[src/design/emve_pkg.sv]
// Shared types and constants for the encoder velocity estimator.
package emve_pkg;

    localparam int CFG_IDX_W  = 8;
    localparam int CFG_DATA_W = 16;
    localparam logic [CFG_IDX_W-1:0] REG_PPR  = 8'd0;
    localparam logic [CFG_IDX_W-1:0] REG_QUAD = 8'd1;
    localparam logic [15:0] PPR_RESET = 16'd2048;

    localparam int TS_W = 19;
    localparam logic [TS_W-1:0] TS_FALLBACK_US = 19'd1000;
    localparam logic [63:0] TS_MAX_US = 64'd500000;
    localparam logic [63:0] STOP_US   = 64'd100000;

    localparam int SINCE_CAP_BITS = 40;
    localparam logic [63:0] SINCE_CAP = (64'd1 << SINCE_CAP_BITS) - 64'd1;

    // 10^6 = 5^6 * 2^6; the Q16 shift and the 2^6 fold into one left shift
    localparam int MUL5_STEPS  = 6;
    localparam int MUL5_GROWTH = 14;
    localparam int RATE_LSH    = 22;
    localparam int RATE_QBITS  = 47;
    localparam int RATE_W      = 48;
    localparam logic [RATE_W-1:0] RATE_MAX = (48'd1 << RATE_QBITS) - 48'd1;

    localparam logic [31:0] TWO_PI_Q29 = 32'd3373259426;
    localparam int PROD_W     = RATE_QBITS + 32;
    localparam int VEL_FRAC   = 29;
    localparam int VEL_QBITS  = 32;
    localparam int VEL_HI_LSB = VEL_FRAC + VEL_QBITS;
    localparam int CPR_W      = 18;
    localparam logic [31:0] VEL_POS_MAX = 32'h7FFF_FFFF;
    localparam logic [31:0] VEL_NEG_MAX = 32'h8000_0000;

    localparam int CNT_W = 6;
    localparam logic [CNT_W-1:0] MUL5_LAST = 6'(MUL5_STEPS - 1);
    localparam logic [CNT_W-1:0] RDIV_LAST = 6'(RATE_QBITS - 1);
    localparam logic [CNT_W-1:0] VDIV_LAST = 6'(VEL_QBITS - 1);

    typedef enum logic [3:0] {
        ST_IDLE,
        ST_BRANCH,
        ST_MUL5,
        ST_RLOAD,
        ST_RDIV,
        ST_RSTORE,
        ST_VMULH,
        ST_VMULL,
        ST_VLOAD,
        ST_VDIV,
        ST_FINISH
    } state_t;

    typedef struct packed {
        logic load_sample;
        logic mul5_step;
        logic rate_load;
        logic div_step;
        logic rate_store;
        logic vmul_hi;
        logic vmul_lo;
        logic vel_load;
        logic out_load;
    } cmd_t;

    typedef struct packed {
        logic rate_go;
        logic out_free;
    } status_t;

endpackage

[src/design/encoder_mixed_velocity_estimator_core.sv]
// Top level of the mixed time/frequency encoder velocity estimator.
// One sample is accepted at a time: s_ready is high only in the idle state, so a new word is taken
// only after the previous result is loaded into the output register; one bit-serial divider does
// 47 rate bits and then 32 velocity bits, one quotient bit per cycle.
// Reset (aresetn low, synchronous): sample history and held rate clear to zero,
// pulses_per_rev returns to 2048 and the x4 quadrature mode comes back on.
module encoder_mixed_velocity_estimator_core
    import emve_pkg::*;
#(
    parameter int TIME_WIDTH  = 32,
    parameter int COUNT_WIDTH = 32
) (
    input  logic                  aclk,
    input  logic                  aresetn,
    input  logic                  cfg_wr_en,
    input  logic [CFG_IDX_W-1:0]  cfg_index,
    input  logic [CFG_DATA_W-1:0] cfg_wdata,
    input  logic                  s_valid,
    output logic                  s_ready,
    input  logic [31:0]           s_now_us,
    input  logic signed [31:0]    s_pulse_count,
    input  logic [31:0]           s_last_pulse_us,
    output logic                  m_valid,
    input  logic                  m_ready,
    output logic signed [31:0]    m_velocity_q16,
    output logic                  m_stopped
);

    cmd_t    cmd;
    status_t status;

    emve_ctrl u_ctrl (
        .aclk    (aclk),
        .aresetn (aresetn),
        .s_valid (s_valid),
        .s_ready (s_ready),
        .status  (status),
        .cmd     (cmd)
    );

    emve_datapath #(
        .TIME_WIDTH  (TIME_WIDTH),
        .COUNT_WIDTH (COUNT_WIDTH)
    ) u_datapath (
        .aclk            (aclk),
        .aresetn         (aresetn),
        .cfg_wr_en       (cfg_wr_en),
        .cfg_index       (cfg_index),
        .cfg_wdata       (cfg_wdata),
        .s_now_us        (s_now_us),
        .s_pulse_count   (s_pulse_count),
        .s_last_pulse_us (s_last_pulse_us),
        .cmd             (cmd),
        .status          (status),
        .m_valid         (m_valid),
        .m_ready         (m_ready),
        .m_velocity_q16  (m_velocity_q16),
        .m_stopped       (m_stopped)
    );

endmodule

[src/design/emve_ctrl.sv]
// Sequencer for the estimator: steps the datapath through rate and velocity.
module emve_ctrl
    import emve_pkg::*;
(
    input  logic    aclk,
    input  logic    aresetn,
    input  logic    s_valid,
    output logic    s_ready,
    input  status_t status,
    output cmd_t    cmd
);

    state_t            state_reg, state_next;
    logic [CNT_W-1:0]  count_reg, count_next;

    always_ff @(posedge aclk) begin
        if (!aresetn) begin
            state_reg <= ST_IDLE;
            count_reg <= '0;
        end else begin
            state_reg <= state_next;
            count_reg <= count_next;
        end
    end

    always_comb begin
        state_next = state_reg;
        count_next = '0;
        unique case (state_reg)
            ST_IDLE: begin
                if (s_valid) begin
                    state_next = ST_BRANCH;
                end
            end
            ST_BRANCH: begin
                state_next = status.rate_go ? ST_MUL5 : ST_VMULH;
            end
            ST_MUL5: begin
                if (count_reg == MUL5_LAST) begin
                    state_next = ST_RLOAD;
                end else begin
                    count_next = count_reg + 1'b1;
                end
            end
            ST_RLOAD: state_next = ST_RDIV;
            ST_RDIV: begin
                if (count_reg == RDIV_LAST) begin
                    state_next = ST_RSTORE;
                end else begin
                    count_next = count_reg + 1'b1;
                end
            end
            ST_RSTORE: state_next = ST_VMULH;
            ST_VMULH:  state_next = ST_VMULL;
            ST_VMULL:  state_next = ST_VLOAD;
            ST_VLOAD:  state_next = ST_VDIV;
            ST_VDIV: begin
                if (count_reg == VDIV_LAST) begin
                    state_next = ST_FINISH;
                end else begin
                    count_next = count_reg + 1'b1;
                end
            end
            ST_FINISH: begin
                if (status.out_free) begin
                    state_next = ST_IDLE;
                end
            end
            default: state_next = ST_IDLE;
        endcase
    end

    always_comb begin
        cmd     = '0;
        s_ready = 1'b0;
        unique case (state_reg)
            ST_IDLE: begin
                s_ready         = 1'b1;
                cmd.load_sample = s_valid;
            end
            ST_BRANCH: ;
            ST_MUL5:   cmd.mul5_step  = 1'b1;
            ST_RLOAD:  cmd.rate_load  = 1'b1;
            ST_RDIV:   cmd.div_step   = 1'b1;
            ST_RSTORE: cmd.rate_store = 1'b1;
            ST_VMULH:  cmd.vmul_hi    = 1'b1;
            ST_VMULL:  cmd.vmul_lo    = 1'b1;
            ST_VLOAD:  cmd.vel_load   = 1'b1;
            ST_VDIV:   cmd.div_step   = 1'b1;
            ST_FINISH: cmd.out_load   = status.out_free;
            default: ;
        endcase
    end

endmodule

[src/design/emve_datapath.sv]
// Datapath: sample state, shared shift-subtract divider, multiplier, output register.
module emve_datapath
    import emve_pkg::*;
#(
    parameter int TIME_WIDTH  = 32,
    parameter int COUNT_WIDTH = 32
) (
    input  logic                  aclk,
    input  logic                  aresetn,
    input  logic                  cfg_wr_en,
    input  logic [CFG_IDX_W-1:0]  cfg_index,
    input  logic [CFG_DATA_W-1:0] cfg_wdata,
    input  logic [31:0]           s_now_us,
    input  logic signed [31:0]    s_pulse_count,
    input  logic [31:0]           s_last_pulse_us,
    input  cmd_t                  cmd,
    output status_t               status,
    output logic                  m_valid,
    input  logic                  m_ready,
    output logic signed [31:0]    m_velocity_q16,
    output logic                  m_stopped
);

    localparam int PSW     = (TIME_WIDTH > SINCE_CAP_BITS) ? SINCE_CAP_BITS : TIME_WIDTH;
    localparam int SPAN_W  = (PSW > TS_W) ? PSW : TS_W;
    localparam int DTW     = SPAN_W + 2;
    localparam int DVW     = ((DTW - 1) > CPR_W) ? (DTW - 1) : CPR_W;
    localparam int MW      = COUNT_WIDTH + MUL5_GROWTH;
    localparam int HI_SHIFT = RATE_QBITS - RATE_LSH;
    localparam int CMPW    = (MW > PROD_W) ? MW : PROD_W;
    localparam int NUMW    = RATE_QBITS;

    logic [15:0]             ppr_reg;
    logic                    quad_reg;
    logic [TIME_WIDTH-1:0]   prev_time_reg;
    logic [PSW-1:0]          psp_reg;
    logic [COUNT_WIDTH-1:0]  prev_cnt_reg;
    logic signed [RATE_W-1:0] held_reg;
    logic                    stopped_reg;
    logic                    rate_go_reg;
    logic                    dneg_reg;
    logic                    vneg_reg;
    logic                    sat_reg;
    logic [MW-1:0]           acc_reg;
    logic [DVW-1:0]          div_reg;
    logic [DVW-1:0]          rem_reg;
    logic [NUMW-1:0]         num_reg;
    logic [NUMW-1:0]         quo_reg;
    logic [PROD_W-1:0]       prod_reg;
    logic                    m_valid_reg;
    logic [31:0]             m_vel_reg;
    logic                    m_stopped_reg;

    logic [TIME_WIDTH-1:0]   now_t, last_t, ts_raw, th;
    logic [COUNT_WIDTH-1:0]  cnt_t, d, dmag;
    logic                    dneg;
    logic                    ts_ok;
    logic [TS_W-1:0]         ts;
    logic                    stopped_now;
    logic [PSW-1:0]          psp_next;
    logic signed [DTW-1:0]   dt;
    logic                    dt_ok;
    logic                    rate_go_now;
    logic [17:0]             ppr_eff;
    logic [CPR_W-1:0]        cpr;
    logic [MW-1:0]           rate_hi;
    logic [DVW:0]            div_t;
    logic [DVW:0]            div_diff;
    logic                    div_ge;
    logic [RATE_W-1:0]       rate_mag;
    logic [RATE_QBITS-1:0]   held_mag;
    logic [15:0]             mul_b;
    logic [RATE_QBITS+15:0]  mul_p;
    logic [31:0]             q32;
    logic [31:0]             vmag;
    logic [31:0]             vel;

    assign now_t  = TIME_WIDTH'(s_now_us);
    assign last_t = TIME_WIDTH'(s_last_pulse_us);
    assign cnt_t  = COUNT_WIDTH'(s_pulse_count);
    assign ts_raw = now_t - prev_time_reg;
    assign th     = now_t - last_t;
    assign ts_ok  = (ts_raw != '0) && (64'(ts_raw) <= TS_MAX_US);
    assign ts     = ts_ok ? TS_W'(ts_raw) : TS_FALLBACK_US;
    assign stopped_now = 64'(th) > STOP_US;
    assign psp_next = (64'(th) > SINCE_CAP) ? PSW'(SINCE_CAP) : PSW'(th);

    assign d    = cnt_t - prev_cnt_reg;
    assign dneg = d[COUNT_WIDTH-1];
    assign dmag = dneg ? ('0 - d) : d;

    assign dt = $signed(DTW'(ts)) + $signed(DTW'(psp_reg)) - $signed(DTW'(th));
    assign dt_ok = !dt[DTW-1] && (|dt) && ({dt, 1'b0} > (DTW + 1)'(ts));
    assign rate_go_now = !stopped_now && (dmag != '0) && dt_ok;

    assign ppr_eff = (ppr_reg == '0) ? 18'd1 : 18'(ppr_reg);
    assign cpr     = quad_reg ? (ppr_eff << 2) : ppr_eff;

    assign rate_hi  = acc_reg >> HI_SHIFT;
    assign div_t    = {rem_reg, num_reg[NUMW-1]};
    assign div_diff = div_t - {1'b0, div_reg};
    assign div_ge   = div_t >= {1'b0, div_reg};

    assign rate_mag = sat_reg ? RATE_MAX : {1'b0, quo_reg};
    assign held_mag = held_reg[RATE_W-1] ? RATE_QBITS'(-held_reg) : RATE_QBITS'(held_reg);
    assign mul_b    = cmd.vmul_hi ? TWO_PI_Q29[31:16] : TWO_PI_Q29[15:0];
    assign mul_p    = held_mag * mul_b;

    assign q32 = quo_reg[31:0];
    always_comb begin
        if (vneg_reg) begin
            vmag = (sat_reg || (q32 > VEL_NEG_MAX)) ? VEL_NEG_MAX : q32;
            vel  = 32'd0 - vmag;
        end else begin
            vmag = (sat_reg || q32[31]) ? VEL_POS_MAX : q32;
            vel  = vmag;
        end
    end

    always_ff @(posedge aclk) begin
        if (!aresetn) begin
            ppr_reg  <= PPR_RESET;
            quad_reg <= 1'b1;
        end else if (cfg_wr_en) begin
            if (cfg_index == REG_PPR) begin
                ppr_reg <= cfg_wdata;
            end else if (cfg_index == REG_QUAD) begin
                quad_reg <= cfg_wdata[0];
            end
        end
    end

    always_ff @(posedge aclk) begin
        if (!aresetn) begin
            prev_time_reg <= '0;
            psp_reg       <= '0;
            prev_cnt_reg  <= '0;
            held_reg      <= '0;
        end else begin
            if (cmd.load_sample) begin
                prev_time_reg <= now_t;
                psp_reg       <= psp_next;
                prev_cnt_reg  <= cnt_t;
                if (stopped_now) begin
                    held_reg <= '0;
                end
            end else if (cmd.rate_store) begin
                held_reg <= dneg_reg ? -$signed(rate_mag) : $signed(rate_mag);
            end
        end
    end

    always_ff @(posedge aclk) begin
        if (cmd.load_sample) begin
            stopped_reg <= stopped_now;
            rate_go_reg <= rate_go_now;
            dneg_reg    <= dneg;
            acc_reg     <= MW'(dmag);
            div_reg     <= DVW'(dt);
        end
        if (cmd.mul5_step) begin
            acc_reg <= acc_reg + (acc_reg << 2);
        end
        if (cmd.rate_load) begin
            sat_reg <= CMPW'(rate_hi) >= CMPW'(div_reg);
            rem_reg <= DVW'(rate_hi);
            num_reg <= {acc_reg[HI_SHIFT-1:0], {RATE_LSH{1'b0}}};
            quo_reg <= '0;
        end
        if (cmd.div_step) begin
            rem_reg <= div_ge ? DVW'(div_diff) : DVW'(div_t);
            num_reg <= num_reg << 1;
            quo_reg <= {quo_reg[NUMW-2:0], div_ge};
        end
        if (cmd.vmul_hi) begin
            prod_reg <= PROD_W'(mul_p);
        end
        if (cmd.vmul_lo) begin
            prod_reg <= (prod_reg << 16) + PROD_W'(mul_p);
        end
        if (cmd.vel_load) begin
            sat_reg  <= CMPW'(prod_reg[PROD_W-1:VEL_HI_LSB]) >= CMPW'(cpr);
            rem_reg  <= DVW'(prod_reg[PROD_W-1:VEL_HI_LSB]);
            num_reg  <= {prod_reg[VEL_HI_LSB-1:VEL_FRAC], {(NUMW - VEL_QBITS){1'b0}}};
            div_reg  <= DVW'(cpr);
            quo_reg  <= '0;
            vneg_reg <= held_reg[RATE_W-1];
        end
    end

    always_ff @(posedge aclk) begin
        if (!aresetn) begin
            m_valid_reg <= 1'b0;
        end else if (cmd.out_load) begin
            m_valid_reg <= 1'b1;
        end else if (m_ready) begin
            m_valid_reg <= 1'b0;
        end
    end

    always_ff @(posedge aclk) begin
        if (cmd.out_load) begin
            m_vel_reg     <= vel;
            m_stopped_reg <= stopped_reg;
        end
    end

    assign status.rate_go  = rate_go_reg;
    assign status.out_free = !m_valid_reg || m_ready;

    assign m_valid        = m_valid_reg;
    assign m_velocity_q16 = $signed(m_vel_reg);
    assign m_stopped      = m_stopped_reg;

endmodule
[config.mk]
export PLATFORM = sky130hd
export DESIGN_NAME = encoder_mixed_velocity_estimator_core
export DESIGN_NICKNAME = d
export VERILOG_FILES = /design/src/design/emve_pkg.sv /design/src/design/encoder_mixed_velocity_estimator_core.sv /design/src/design/emve_ctrl.sv /design/src/design/emve_datapath.sv
export SDC_FILE = /design/constraint.sdc
export NUM_CORES = 2
export LEC_CHECK = 0
export BUFFER_PORTS_ARGS = -buffer_cell sky130_fd_sc_hd__clkbuf_2
export CORE_ASPECT_RATIO = 0.7
export CORE_UTILIZATION = 27
export CTS_CLUSTER_SIZE = 28
export DETAILED_ROUTE_END_ITERATION = 10
export PLACE_DENSITY = 0.53
export SLEW_MARGIN = 40
export SYNTH_ARGS = -nofsm -noshare
export SYNTH_HDL_FRONTEND = slang
export SYNTH_SLANG_ARGS = --single-unit
[constraint.sdc]
create_clock -name aclk -period 31.5 [get_ports aclk]
set_clock_uncertainty 0.15 [all_clocks]
set_input_delay 0 -clock aclk [delete_from_list [all_inputs] [get_ports aclk]]
set_output_delay 0 -clock aclk [all_outputs]
set_load 0.01 [all_outputs]
# --- Yosys cells after proc, flatten, opt, wreduce, memory -nomap -nowiden ---
# Index checks and enable logic that the tools add are counted.
op_classes:
  addsub: 13
  n_mul: 1
  magnitude_cmp: 7
  eq_ne: 20
  n_mux: 54
  bitwise: 1
  reduce_logical: 30
op_table:
  columns: ["op", "n"]
  rows:
  - ["$mux W47", 7]
  - ["$mux W48", 4]
  - ["$mux W79", 2]
  - ["$mux W32", 4]
  - ["$mux W33", 3]
  - ["$sub A32 B32 Y32", 3]
  - ["$mux W46", 2]
  - ["$add A79 B63 Y79", 1]
  - ["$mux W18", 4]
  - ["$reduce_bool A32 Y1", 2]
  - ["$sub A1 B32 Y32 const A", 2]
  - ["$mul A47 B16 Y63", 1]
  - ["$neg A48 Y48", 1]
  - ["$neg A47 Y47", 1]
  - ["$add A46 B46 Y46", 1]
  - ["$pmux W4 S11", 1]
  - ["$gt A35 B19 Y1", 1]
  - ["$ge A34 B33 Y1", 1]
  - ["$reduce_or A34 Y1", 1]
  - ["$sub A33 B32 Y34", 1]
  - ["$add A19 B32 Y33", 1]
  - ["$ge A21 B33 Y1", 1]
  - ["$sub A33 B33 Y33", 1]
  - ["$gt A32 B17 Y1 const B", 1]
  - ["35 further kinds", 79]
word_totals:
  regBits: 494
  in_bits: 125
  output_inout_bits: 35
  elab_cells: 151

# --- Depth between registers and ports, before layout ---
logic_depth:
  ltp_word: 10
  mapped_depth: 50
  depth_no_buf: 49

# --- Cells and area by module ---
# From an unflattened synthesis, not the netlist that was laid out.
unflattened:
  hier_cells: 6424
  area_unflattened_um2: 56272.7
modules_own_cells:
  columns: ["mod", "instances", "cells_each", "area_each_um2", "seq_area_each_um2"]
  rows:
  - ["emve_datapath", 1, 6343, 55594.6, 11721.2]
  - ["emve_ctrl", 1, 81, 678.2, 200.2]

# --- Worst setup path after synthesis ---
# OpenSTA, ideal clock, no wires.
synth_timing:
  path_kind: "reg-to-reg"
  startpoint: "register u_datapath.held_reg[8]"
  endpoint: "register u_datapath.prod_reg[67] (data pin)"
  setup_time_ns: 0.266
  t_arrival_ns: 10.928
  required_time_ns: 31.084
  path_slack_ns: 20.156
  stages_incl_launch_ff: 45
  n_path_buf: 0
  synth_period_minus_slack_ns: 11.344
  path_cell_list: "dfxtp_1 or4_1 nor4_1 nand2b_1 or2_2 or3_1 nand2b_1 or3_1 or3_1 o31a_1 xor2_1 nand2_1 inv_1 fa_1 ha_1 inv_1 fa_1 inv_1 [9 not listed] a2111oi_0 a21o_1 a31oi_1 a22o_1 a32oi_1 nand2b_1 a21oi_1 xnor2_1 ha_1 a21oi_1 nand2_1 or3_1 a2111oi_0 o31a_1 nor2_1 and3_1 xnor2_1 nor2_1"
synth_via:
  elab_chain_len: 5
synth_rtl:
  columns: ["item", "line", "rtl"]
  rows:
  - ["start: declaration", "emve_datapath.sv:38", "logic signed [RATE_W-1:0] held_reg;"]
  - ["start signal: assignment", "emve_datapath.sv:148", "held_reg <= dneg_reg ? -$signed(rate_mag) : $signed(rate_mag);"]
  - ["$neg A47 Y47", "emve_datapath.sv:105", "assign held_mag = held_reg[RATE_W-1] ? RATE_QBITS'(-held_reg) : RATE_QBITS'(held_reg);"]
  - ["$mux W47 (*)", "emve_datapath.sv:105", null]
  - ["$mul A47 B16 Y63 (*)", "emve_datapath.sv:107", "assign mul_p = held_mag * mul_b;"]
  - ["$add A79 B63 Y79 (*)", "emve_datapath.sv:179", "prod_reg <= (prod_reg << 16) + PROD_W'(mul_p);"]
  - ["$mux W79 (*)", "emve_datapath.sv:178", "if (cmd.vmul_lo) begin"]
  - ["end signal: assignment", "emve_datapath.sv:176", "prod_reg <= PROD_W'(mul_p);"]
  - ["end signal: assignment", "emve_datapath.sv:179", null]
  - ["end: declaration", "emve_datapath.sv:49", "logic [PROD_W-1:0] prod_reg;"]
# Mark *: on every way between the ends. The rest lies on a longest branch, timed or not.
# A chain may end at the register's enable or synchronous reset.

# --- Worst setup path after layout ---
# Ends and elaborated chain as after synthesis.

==> metrics.csv <==
stage;metric;value;unit
sta;worst relative slew slack;40.5;%
placed_design;IO Port Bufs;159;
critical_path;crit path from;u_datapath.held_reg[8]$_SDFFE_PN0P_;
sta;fmax;77.5;MHz
critical_path;worst-case reg-to-reg path depth;44;
floorplanning;FP Rows;139;
sta;Final Hold Fails;0;
clock_network;postcts setup bufs;0;
min_path;Hold Path Class;in -> reg;
critical_path;Arrival @ worst endpoint;13.18;ns
floorplanning;die height;382;um
critical_path;reg2reg end;u_datapath.prod_reg[67]$_SDFFCE_PN0P_;
synth;synth warn;0;
routing;total wire length;171;mm
synth;Top FF cell, synth;dfxtp_1;
sta;Final Critical Period;12.90;ns
routing;WL/cell;17.7;um
power;VDD IR-drop max;0.0583;mV
synth;Synth async-reset ratio;0;%
sta;Max Transition Viols Final;0;
clock_network;Clock Latency Late Sink;0.70;ns
finish;Final nets;8006;
synth;Seq/Total Area, Yosys;21.4;%
clock_network;cts hold-fix bufs;246;
grt;initial antenna violation count;9;
routing;antenna-violating nets left;0;
power;PwrDens;77.2;nW/um2
synth;post-synth cell types;100;
finish;layout cells sized above 1;6.21;%
clock_network;Clk pin slew, worst setup/hold paths;0.06;ns
routing;initial drt markers;3725;
min_path;worst hold start;s_pulse_count[1];
run_status;failing checks;DRC;
floorplanning;chip width;545;um
synth;top-area cell type share of the netlist area;14.6;%
flow_run;max-capacitance violation count;0;
routing;routed vias/inst;4.91;
routing;residual DRC count;34;
critical_path;Slowest cell on crit path;or4_1;
critical_path;Crit path required time;31.77;ns
placed_design;Final HPWL DP;137;mm
critical_path;Critical Path Max Stage Delay;0.62;ns
clock_network;root buf cell;clkbuf_16;
critical_path;Setup crit start kind;register;
sta;RSZ-0062 raised after global routing;no;
synth;synth top area cells;ha_1 15%, fa_1 14%, edfxtp_1 12%;
synth;most frequent cell after synthesis;inv_1;
finish;max reg flops;79;
critical_path;Critical Path Fanout Max;8;
placed_design;gp weighted congestion;0.917;
synth;Avg Cell Area, Syn;8.49;um2
run_status;run status;finished, violations left;
sta;Tcrit/Tclk final;41.0;%
min_path;Worst Hold Endpoint;u_datapath.prev_cnt_reg[1]$_SDFFE_PN0P_;
finish;Final Util;31.3;%
critical_path;endpoint class of the critical path;register;
clock_network;Num CTS Buffers;58;
synth;Post-synth top cells;860 x inv_1, 661 x nand2_1, 650 x ha_1;
min_path;Hold Path Depth;4;
clock_network;CTS tree;done;
finish;area delta synth->final;15.2;%
power;Leak;0.0304;uW
synth;Syn Inst Count;6574;
critical_path;R2R Path Start;u_datapath.held_reg[8]$_SDFFE_PN0P_;
floorplanning;Initial Util;27.2;%
floorplanning;Std-Cell Core Area;205000;um2
sta;Slew @ Worst Pin;0.886;ns
grt;GRT overflow;0;
synth;leading area contributor after synthesis;ha_1;
clock_network;H-tree depth;2;
critical_path;R2R Setup Slk;18.60;ns
synth;#FFs+latches synth;480;
routing;DRT Pass-1 Iters;8;
grt;global-route wire length before repair;269;mm
synth;EDFF count, synth;231;
synth;Netlist Area Pre-Place;55800;um2
sta;Fin Setup TNS;0;ns
clock_network;deepest clock path buffer count;3;
sta;# setup viols final;0;
floorplanning;die area;209000;um2
grt;vias in the first global route;46200;
clock_network;# clock sinks;480;
critical_path;WS Path Type;reg -> reg;
floorplanning;Ports;160;
grt;largest net degree at the start of global routing;79;
grt;GRT Util Overall;16.2;%
clock_network;Post-CTS Resized;0;
routing;via count;47300;
[power breakdown]
group	switching [uW]	total, uW	internal, uW
logic	1980	3210	1230
clock network	318	774	456
registers	119	981	862
total	2410	4960	2550
[per-layer routing]
layer | vias to the layer above | wire [um] | GRT usage [%]
met5 | - | 34 | 0
met4 | 4 | 1960 | 2.43
met3 | 116 | 13600 | 3.71
met2 | 1242 | 64200 | 21.7
met1 | 22700 | 91200 | 25.8
li1 | 23200 | - | -
[final cells by class]
cell class / count / area, um2
multi-input combinational: 4984 / 39800
antenna: 4 / 10.0
clock inverter: 48 / 663
clock buffer: 62 / 1500
timing repair buffer: 454 / 3640
sequential: 480 / 11900
fill: 21700 / 141000
tap: 2749 / 3440
inverter: 862 / 3240
[critical path: cells and delay by family, from the launching register on]
kind,cells,cell delay (ns)
and+or+nand+nor,17,3.91
adders and majority gates,8,3.64
AOI/OAI and AO/OA,11,3.56
xor gates and xnor gates,3,0.69
DFF,1,0.36
buffers and inverters,5,0.34
[worst max-delay path by stage]
stage                                                 end  slack (ns)  depth (start not counted)
floorplan           u_datapath.prod_reg[67]$_SDFFCE_PN0P_       20.16                         44
global placement    u_datapath.prod_reg[67]$_SDFFCE_PN0P_       18.59                         45
detailed placement  u_datapath.prod_reg[67]$_SDFFCE_PN0P_       18.52                         45
CTS                 u_datapath.prod_reg[67]$_SDFFCE_PN0P_       18.45                         45
global route        u_datapath.prod_reg[67]$_SDFFCE_PN0P_       17.95                         45
finish              u_datapath.prod_reg[67]$_SDFFCE_PN0P_       18.60                         44
[cells in the final DEF, fill, tap and decap left out, types with 15 or more instances in the layout]
cell and count:
and4_1 17, a21oi_1 424, or3_1 43, dlygate4sd3_1 246, o21a_1 47, ha_1 650, a21o_1 199, nor2_1 428
inv_1 858, nand2_1 655, a211oi_1 39, o22ai_1 26, o311ai_0 15, o21ai_0 344, nand2b_1 84, mux2i_1 56
o2bb2ai_1 41, xnor2_1 253, nor3_1 85, nand3_1 82, fa_1 391, edfxtp_1 231, clkbuf_16 59, buf_4 48
o211ai_1 30, a22o_1 55, o21bai_1 42, a21boi_0 88, nor4_1 26, dfxtp_1 248, and2_1 58, clkbuf_2 158
and3_1 52, nor2b_1 80, a31oi_1 76, xor2_1 161, nand4_1 48, or4_1 18, or2_2 40, o31ai_1 52
[per-stage QoR]
step | hold slack [ns] | instance area (um2) | total power [uW] | cells | setup slack, ns
2_1_floorplan | -0.0249 | 55800 | 3250 | 6575 | 20.16
3_3_place_gp | 0.107 | 59500 | 4060 | 9282 | 18.59
3_5_place_dp | 0.116 | 59500 | 4090 | 9282 | 18.52
4_1_cts | 0.00396 | 64100 | 4940 | 9638 | 18.45
5_1_grt | 0.0599 | 64300 | 5400 | 9640 | 17.95
6_report | 0.0494 | 64300 | 4960 | 9643 | 18.60
[cell families (layout without fill, tap and decap cells)]
kind of cell	count (synthesis)	in the layout	share of synthesized area, %
AND/OR/NAND/NOR	1793	1793	15.2
buffers and inverters	1111	1426	7.64
adder cells (fa/ha/maj)	1041	1041	28.6
flip-flops	480	480	21.4
AO/OA/AOI/OAI	1659	1659	19.4
other	2	7	0.0135
multiplexers	60	60	1.09
XOR/XNOR	428	428	6.72
Power figures use the tool's default switching activity.
